==> config.mk <==
export PLATFORM = sky130hd
export DESIGN_NAME = bba_ffs
export DESIGN_NICKNAME = d
export VERILOG_FILES = /design/src/bba_pkg.sv /design/src/bba_ffs.sv
export SDC_FILE = /design/constraint.sdc
export NUM_CORES = 1
export LEC_CHECK = 0
export BUFFER_PORTS_ARGS = -buffer_cell sky130_fd_sc_hd__clkbuf_2
export CELL_PAD_IN_SITES_DETAIL_PLACEMENT = 0
export CELL_PAD_IN_SITES_GLOBAL_PLACEMENT = 1
export CORE_MARGIN = 2
export CORE_UTILIZATION = 23
export DETAILED_ROUTE_END_ITERATION = 12
export PLACE_DENSITY_LB_ADDON = 0.1
export SLEW_MARGIN = 20
export SYNTH_ARGS = -nofsm -noshare
export SYNTH_HDL_FRONTEND = slang
export SYNTH_SLANG_ARGS = --single-unit
==> constraint.sdc <==
create_clock -name vclk -period 1.4
set_clock_uncertainty 0.1 [all_clocks]
set_input_delay 0.14 -clock vclk [all_inputs]
set_output_delay 0.14 -clock vclk [all_outputs]
set_load 0.02 [all_outputs]
==> src/bba_pkg.sv <==
// Package: types, constants and helper functions of the buddy allocator.
package bba_pkg;

  localparam int MaxOrder  = 12;
  localparam int LvlW      = 4;
  localparam int OffW      = MaxOrder;
  localparam int SizeW     = MaxOrder + 1;
  localparam int NodeW     = MaxOrder + 1;
  localparam int WordW     = 32;
  localparam int BitW      = 5;
  localparam int RamAw     = NodeW - BitW;
  localparam int RamDepth  = 2 ** RamAw;
  localparam int FragW     = 12;
  localparam int PartW     = 12;
  // Highest level whose nodes fill whole memory words.
  localparam int FullLvl   = MaxOrder - BitW;

  localparam logic KindAlloc = 1'b0;
  localparam logic KindFree  = 1'b1;

  typedef struct packed {
    logic             kind;
    logic [SizeW-1:0] request_size;
    logic [OffW-1:0]  block_offset;
  } in_item_t;

  typedef struct packed {
    logic             granted;
    logic [OffW-1:0]  result_offset;
    logic [FragW-1:0] frag_bytes;
    logic [SizeW-1:0] free_bytes;
    logic [PartW-1:0] free_parts;
  } out_item_t;

  typedef struct packed {
    logic             we;
    logic [RamAw-1:0] waddr;
    logic [WordW-1:0] wdata;
    logic [RamAw-1:0] raddr;
  } ram_req_t;

  typedef enum logic [3:0] {
    S_CLEAR,
    S_IDLE,
    S_A_RD,
    S_A_CHK,
    S_S_RD,
    S_S_WR,
    S_F_RD,
    S_F_CHK,
    S_T_RD,
    S_T_CHK,
    S_DONE
  } state_e;

  // Bit address of the node for a block of level lvl at byte offset off.
  function automatic logic [NodeW-1:0] node_addr(input logic [LvlW-1:0] lvl,
                                                 input logic [OffW-1:0] off);
    logic [NodeW-1:0] base;
    logic [NodeW-1:0] idx;
    base = NodeW'(1) << (LvlW'(MaxOrder) - lvl);
    idx  = NodeW'(off >> lvl);
    return base + idx;
  endfunction

  // Last memory word that holds nodes of level lvl.
  function automatic logic [RamAw-1:0] last_word(input logic [LvlW-1:0] lvl);
    logic [NodeW:0] top;
    top = ((NodeW+1)'(2) << (LvlW'(MaxOrder) - lvl)) - (NodeW+1)'(1);
    return top[NodeW-1:BitW];
  endfunction

  // Bits of a word that belong to level lvl.
  function automatic logic [WordW-1:0] lvl_mask(input logic [LvlW-1:0] lvl);
    logic [BitW:0]    lo;
    logic [WordW-1:0] m;
    if (lvl <= LvlW'(FullLvl)) begin
      m = '1;
    end else begin
      lo = (BitW+1)'(1) << (LvlW'(MaxOrder) - lvl);
      m  = ((WordW'(1) << {lo, 1'b0}) - WordW'(1)) & ~((WordW'(1) << lo) - WordW'(1));
    end
    return m;
  endfunction

  // Smallest s with 2^s >= n.
  function automatic logic [LvlW-1:0] ceil_log2(input logic [SizeW-1:0] n);
    logic [LvlW-1:0] r;
    r = LvlW'(SizeW);
    for (int s = SizeW; s >= 0; s--) begin
      if (((SizeW+1)'(1) << s) >= (SizeW+1)'(n)) begin
        r = LvlW'(s);
      end
    end
    return r;
  endfunction

endpackage

==> src/bba_ffs.sv <==
// Lowest set bit finder over one bitmap word.
module bba_ffs (
  input  logic [bba_pkg::WordW-1:0] word_i,
  output logic                      any_o,
  output logic [bba_pkg::BitW-1:0]  idx_o
);
  import bba_pkg::*;

  always_comb begin
    idx_o = '0;
    for (int b = WordW - 1; b >= 0; b--) begin
      if (word_i[b]) begin
        idx_o = BitW'(b);
      end
    end
  end

  assign any_o = |word_i;

endmodule

**Yosys cells after proc, flatten, opt, wreduce, memory -nomap -nowiden**

Index checks and enable logic that the tools add are counted.
W data, S select, Z words.

- Register bits after elaboration: 0
- Output and inout bits: 6
- Bits of input ports: 32

- Muxes and demuxes: 32
- Reductions and logical operators: 1

Operator list:

| operator | count |
|---|---|
| $mux W5 | 32 |
| $reduce_or A32 Y1 | 1 |

**Longest topological paths before layout**

Gate-level depths: netlist (run 1).

- Word-level depth: 32
- Depth in mapped cells: 5
- Gate-level depth less buffers: 5

**Worst setup path after synthesis (run 1)**

Ideal clock, no wire load.

- Kind: input to output
- Start: input word_i[30] (netlist name)
- End: output idx_o[0] (netlist name)
- Setup slack: -132 ps
- Required time: 1160 ps
- Cell stages on the path: 5
- Buffers on the path: 0
- Arrival: 1292 ps
- Cells stage by stage: nor3b_1 -> nor3_1 -> o31ai_1 -> o2111ai_1 -> a221oi_1

- Cells in the longest elaborated chain, start to end: 31

RTL lines:

| element | RTL line | text |
|---|---|---|
| from (decl) | bba_ffs.sv:3 | `input logic [bba_pkg::WordW-1:0] word_i,` |
| $mux W5 (31 in a row) | bba_ffs.sv:12 | `if (word_i[b]) begin` |
| to (decl) | bba_ffs.sv:5 | `output logic [bba_pkg::BitW-1:0] idx_o` |

Every way passes these cells.

**Worst setup path after layout (run 1)**

- Start: input word_i[20] (netlist name)
- End: output any_o

- Cells in the longest elaborated chain, start to end: 1

RTL lines:

| element | RTL line | text |
|---|---|---|
| $reduce_or A32 Y1 | bba_ffs.sv:18 | `assign any_o = \|word_i;` |
| to (decl) | bba_ffs.sv:4 | `output logic any_o,` |

Every way passes these cells.

==> results of run 1 <==
## critical path, stage by stage
cell	delay [ps]
sky130_fd_sc_hd__buf_6	90
sky130_fd_sc_hd__or4_4	580
sky130_fd_sc_hd__nor3_4	220
sky130_fd_sc_hd__nand4_1	110
sky130_fd_sc_hd__buf_4	170
## what timing repair did
action / CTS / global route
setup endpoints to repair: 6 / 6
pin swaps: 8 / 5
gates resized for setup: 16 / 35
setup buffers: 2 / 1
## area by class of cell
class                           instances  area share
Timing Repair Buffer                   69       0.483
Multi-Input combinational cell         59       0.476
Inverter                                6      0.0218
Tap cell                               16      0.0194
## final timing paths
kind,slack (ps),endpoint,cells after the start,startpoint
min,550,idx_o[0],4,word_i[0]
max,-160,any_o,5,word_i[20]
## layer usage
metal / GRT usage / vias up / routed length, um / share of wire
met3: 0.00400 / 0 / 84 / 0.047
met4: 0 / 0 / 0 / 0
met1: 0.244 / 348 / 737 / 0.41
met5: 0 / - / 0 / 0
met2: 0.329 / 23 / 981 / 0.54
li1: - / 403 / - / -
## metrics by stage
stage	area, um2	setup WS, ps	cells	TNS, ps
2_1_floorplan	400	17.2	65	0
3_3_place_gp	821	-224	147	-1050
3_5_place_dp	821	-250	147	-1090
4_1_cts	908	-155	149	-826
5_1_grt	1030	-246	150	-1170
6_report	1030	-161	150	-776
## cell usage in the layout, fill, tap and decap left out, types with 2 or more instances in the layout
master and n:
sky130_fd_sc_hd__nor3_1 5, sky130_fd_sc_hd__nand2_1 2, sky130_fd_sc_hd__nor4_1 4, sky130_fd_sc_hd__nor4_4 2, sky130_fd_sc_hd__inv_1 6, sky130_fd_sc_hd__clkbuf_8 3, sky130_fd_sc_hd__a21oi_2 2, sky130_fd_sc_hd__o21ai_0 2
sky130_fd_sc_hd__buf_6 5, sky130_fd_sc_hd__nor2_4 3, sky130_fd_sc_hd__clkbuf_2 26, sky130_fd_sc_hd__a21oi_1 5, sky130_fd_sc_hd__buf_4 34, sky130_fd_sc_hd__o31ai_1 2, sky130_fd_sc_hd__or4_4 3, sky130_fd_sc_hd__nor2_1 7
## power by group through the flow
stage               clock network, W  registers (W)   logic, W
finish                             0              0   0.000240
floorplan                          0              0  0.0000492
CTS                                0              0   0.000204
global placement                   0              0   0.000186
detailed placement                 0              0   0.000187
global route                       0              0   0.000260
## logic make-up (layout without fill, tap and decap cells)
kind of cell	Yosys count	after routing	share of synthesized area
and+or+nand+nor	37	37	0.555
AOI/OAI and AO/OA	22	22	0.386
buffers and inverters	6	75	0.0584
==> summary.md, run 1 <==
| Metric | Value |
|---|---|
| Detailed-routing iteration count for the pre-antenna-repair pass | 4 |
| Drt initial violations | 14 |
| Largest net degree at the start of global routing | 6 |
| Clock buffers | 0 |
| Internal Power | approximately 0.00013 W |
| Most frequent cell after synthesis | sky130_fd_sc_hd__nor2_1 |
| Worst rel slew slack | 0.750 |
| Class of the worst hold path | in -> out |
| Standby leakage power | approximately 0.48 nW |
| Post-Synthesis Net Count | 97 |
| Switching Fraction | 0.451 |
| Count of nets left with antenna violations after detail routing | 0 |
| Filler cell count | around 140 |
| Number of sequential storage elements | 0 |
| Number of unique standard cell types used by synthesis | 24 |
| Reg area | 0 um2 |
| Horiz. Die Dim | around 45 um |
| Number of standard cells after synthesis | 65 |
| Highest ir drop seen on vdd | around 140 uV |
| Relative contribution of combinational cells to total power | 1.000 |
| Worst Setup Start Kind | input pin |
| Type of element capturing the critical path | output port |
| Combined area of the multi-input logic cells | just under 500 um2 |
| Relative contribution of sequential cells to total power | 0 |
| Share of layout cells above drive strength 1 | 0.687 |
| Die H | about 45 um |
| Biggest area consumer among synthesized cells | sky130_fd_sc_hd__nor4_1 |
| Total global routing track utilization | 0.178 |
| Pwr per Cell Area | approximately 230 nW/um2 |
| Via density per instance | roughly 5.2 |
| Share of Yosys cell area claimed by the top area cell type | 0.114 |
| Core Area | ~1500 um2 |
| Worst Path Class, Setup | in -> out |
| Post-route DRC | 0 |
| Final worst path period share | 1.12 |
| Effective utilization at floorplan | 0.250 |
| Power Total | approximately 0.00024 W |
| Endpoints failing hold | 0 |
| Setup violators final | 6 |
| Area enclosed by the die boundary | just over 2000 um2 |
| Total half-perimeter wirelength after legalization and detailed placement | about 1.4 mm |
| Share of the yosys chip area belonging to registers | 0 |
| Worst Tran Pin Value | ~370 ps |
| RSZ-0062 raised after global routing | yes |
| Wire length per cell after detailed routing | 12.0 um |
| Number of I/O pins | 38 |
| Smallest setup slack after layout | -161 ps |
| Minimum period implied by the final worst setup slack | 1560 ps |
| Switching power total | between 0.0001 and 0.00015 W |
| Post-synthesis instance area | ~390 um2 |
| Grt total ovfl | 0 |
| Critical path required time | approximately 1200 ps |
| Maximum fanout along the worst path | 3 |
| Number of warnings reported in the yosys synthesis log | 0 |
| Main area contributors after synthesis | sky130_fd_sc_hd__nor4_1 (11%), sky130_fd_sc_hd__nor2_1 (9.7%), sky130_fd_sc_hd__a21oi_1 (9.1%), sky130_fd_sc_hd__o31ai_1 (7.8%), sky130_fd_sc_hd__nor3_1 (6.5%) |
| Hold slack final | approximately 550 ps |
| Data arrival time of the critical path | between 1000 and 1500 ps |
| Max-cap violations | 0 |
| Area added between synthesis and finish | 168% |
| Max Transition Viols Final | 0 |
| Fmax achieved | 0.640 GHz |
| End-of-flow core utilization | 0.669 |
| Count of hold-fix buffers inserted at cts | 0 |
| Final Routed Wirelength | 1.80 mm |
| N_diodes | 0 |
| Mean instance size in the synthesized netlist | just under 6 um2 |
| Routability Congestion | just over 0.8 |
| Violations in the final reports | setup timing |
| Global-route wire length before repair | 2.84 mm |
| Vias in the first global route | a little under 700 |
| Number of antenna violations at the first check in global routing | 0 |
| Vias post-DR | 774 |
| Top cells by count, synth | sky130_fd_sc_hd__nor2_1 (10), sky130_fd_sc_hd__a21oi_1 (7), sky130_fd_sc_hd__nor4_1 (7) |
| Run status | finished with violations |
| Share of power burned in the clock network | 0 |
| Number of nets at the end of the flow | roughly 170 |
| Port-buffer cells | 38 |
| Number of placement rows | 14 |
(Power assumes the default switching activity.)
==> inputs of run 2 (changes only) <==
- SETUP_SLACK_MARGIN: unset -> 0.5
==> run 2 against run 1 <==
Net effect: worst hold slack improved by 63 ps; power increased by 3.8%; global-route usage increased by 0.41 points; setup slack got worse by 32 ps; routed wire length increased by 6.3%; utilization increased by 1.1 points; count of clock-buffer cells in the layout unchanged; cell count increased by 0.67%; the run still ends with setup timing left; first-iteration DRC count decreased by 7.1%; design area increased by 1.7%; largest power group unchanged; flip-flop and latch count unchanged; critical endpoint is now idx_o[1]; critical path depth increased by 2.
==> summary.md, run 2 (synthesized netlist as in run 1, its figures left out) <==
| Metric | Value |
|---|---|
| Worst Tran Pin Value | 350 ps (was 371 ps) |
| Fmax achieved | 0.628 GHz (was 0.640 GHz) |
| Number of placement rows | 14 (unchanged) |
| Final Routed Wirelength | 1.92 mm (was 1.80 mm) |
| Worst Path Class, Setup | in -> out (unchanged) |
| Count of nets left with antenna violations after detail routing | 0 (unchanged) |
| Number of antenna violations at the first check in global routing | 0 (unchanged) |
| Worst rel slew slack | 0.761 (was 0.750) |
| Smallest setup slack after layout | -193 ps (was -161 ps) |
| Die H | 44.9 um (unchanged) |
| Hold-critical path depth | 4 (unchanged) |
| Total half-perimeter wirelength after legalization and detailed placement | 1.49 mm (was 1.42 mm) |
| Total global routing track utilization | 0.182 (was 0.178) |
| Run status | finished with violations (unchanged) |
| Placed cell count | 151 (was 147) |
| Endpoints failing hold | 0 (unchanged) |
| Commonest cells after routing, fill and taps aside | sky130_fd_sc_hd__buf_4 (34), sky130_fd_sc_hd__clkbuf_2 (31), sky130_fd_sc_hd__nor2_1 (7), sky130_fd_sc_hd__inv_1 (6), sky130_fd_sc_hd__a21oi_1 (5) (was sky130_fd_sc_hd__buf_4 (34), sky130_fd_sc_hd__clkbuf_2 (26), sky130_fd_sc_hd__nor2_1 (7), sky130_fd_sc_hd__inv_1 (6)) |
| Data arrival time of the critical path | 1350 ps (was 1320 ps) |
| Worst Setup Start Kind | input pin (unchanged) |
| Number of sequential storage elements | 0 (unchanged) |
| Wire length per cell after detailed routing | 12.7 um (was 12.0 um) |
| Reg area | 0 um2 (unchanged) |
| Horiz. Die Dim | 44.9 um (unchanged) |
| Port-buffer cells | 38 (unchanged) |
| Setup violators final | 6 (unchanged) |
| Area enclosed by the die boundary | 2020 um2 (unchanged) |
| Count of hold-fix buffers inserted at cts | 0 (unchanged) |
| Minimum period implied by the final worst setup slack | 1590 ps (was 1560 ps) |
| Share of layout cells above drive strength 1 | 0.726 (was 0.687) |
| Vias in the first global route | 690 (was 696) |
| Core Area | 1540 um2 (unchanged) |
| Vias post-DR | 766 (was 774) |
| Effective utilization at floorplan | 0.250 (unchanged) |
| Type of element capturing the critical path | output port (unchanged) |
| Final worst path period share | 1.14 (was 1.12) |
| Routability Congestion | 0.767 (was 0.810) |
| Standby leakage power | 0.482 nW (was 0.478 nW) |
| RSZ-0062 raised after global routing | yes (unchanged) |
| Number of nets at the end of the flow | 169 (was 168) |
| Highest ir drop seen on vdd | 125 uV (was 141 uV) |
| Clock buffers | 0 (unchanged) |
| Max-cap violations | 0 (unchanged) |
| Grt total ovfl | 0 (unchanged) |
| Critical path required time | 1160 ps (about the same) |
| Drt initial violations | 13 (was 14) |
| Max Transition Viols Final | 0 (unchanged) |
| Area added between synthesis and finish | 172% (was 168%) |
| Pwr per Cell Area | 238 nW/um2 (was 233 nW/um2) |
| Critical path's slowest cell | sky130_fd_sc_hd__o31ai_2 (was sky130_fd_sc_hd__or4_4) |
| Violations in the final reports | setup timing (unchanged) |
| Non-filler instance count after layout | 151 (was 150) |
| Detailed-routing iteration count for the pre-antenna-repair pass | 4 (unchanged) |
| Number of I/O pins | 38 (unchanged) |
| Largest net degree at the start of global routing | 5 (was 6) |
| Biggest cell delay along the critical path | 290 ps (was 580 ps) |
| Critical path, cell by cell | clkbuf_2, buf_4, o31ai_2, a211oi_2, o31ai_1, a21o_1, clkbuf_8 (was buf_6, or4_4, nor3_4, nand4_1, buf_4) |
| Via density per instance | 5.07 (was 5.16) |
| Most common cell after layout, fill and taps aside | sky130_fd_sc_hd__buf_4 (unchanged) |
| N_diodes | 0 (unchanged) |
| End-of-flow core utilization | 0.680 (was 0.669) |
| Global-route wire length before repair | 2.84 mm (about the same) |
| Class of the worst hold path | in -> out (unchanged) |
| Maximum fanout along the worst path | 4 (was 3) |
| Post-route DRC | 0 (unchanged) |
| Filler cell count | 135 (was 138) |
[run 2: changes by cell type in the layout (fill, tap and decap cells not counted), sizes merged]
cell,before,now
clkbuf,29,33
buf,40,37
[run 2: per-layer routing]
metal	global-route usage	vias to the layer above	wire, um
li1	-	404	-
met1	0.258	340	830
met2	0.309	20	996
met3	0	2	71
met4	0.0412	0	18
met5	0	-	0
[run 2: what timing repair did]
action                                  in CTS  in global routing
endpoints found under the setup margin       6                  6
buffers inserted                             0                  0
gates resized for setup                     26                 14
pin swaps                                    5                  6
[run 2: path summary, 6_finish.rpt]
check,startpoint,to,slack (ps)
hold / removal,word_i[0],idx_o[0],620
setup / recovery,word_i[28],idx_o[1],-190
[run 2: metrics by stage]
stage | setup slack, ps | hold WS, ps | setup TNS (ps) | cell area, um2 | power [W]
final | -193 | 615 | -852 | 1050 | 0.000250
after global routing | -245 | 628 | -1190 | 1050 | 0.000269
after CTS | -176 | 586 | -856 | 988 | 0.000229
after detailed placement | -222 | 555 | -1040 | 871 | 0.000201
after global placement | -214 | 551 | -1010 | 871 | 0.000197
after floorplan | 31.0 | 222 | 0 | 420 | 0.0000514
[run 2: cell type report]
class              instances  area (um2)  share of cell area
multi-input cells         59         531               0.506
repair buffers            70         475               0.453
inverters                  6        22.5              0.0215
well taps                 16        20.0              0.0191
[run 2: worst max-delay path: cells and delay by family]
| family | cells | cell delay, ps |
|---|---|---|
| buffers and inverters | 3 | 390 |
| AOI/OAI and AO/OA | 4 | 820 |
[run 2: report_power, final]
group          leakage (nW)  total (W)  switching (W)  internal (W)
sequential                0          0              0             0
combinational         0.482   0.000250       0.000118      0.000131
clock                     0          0              0             0
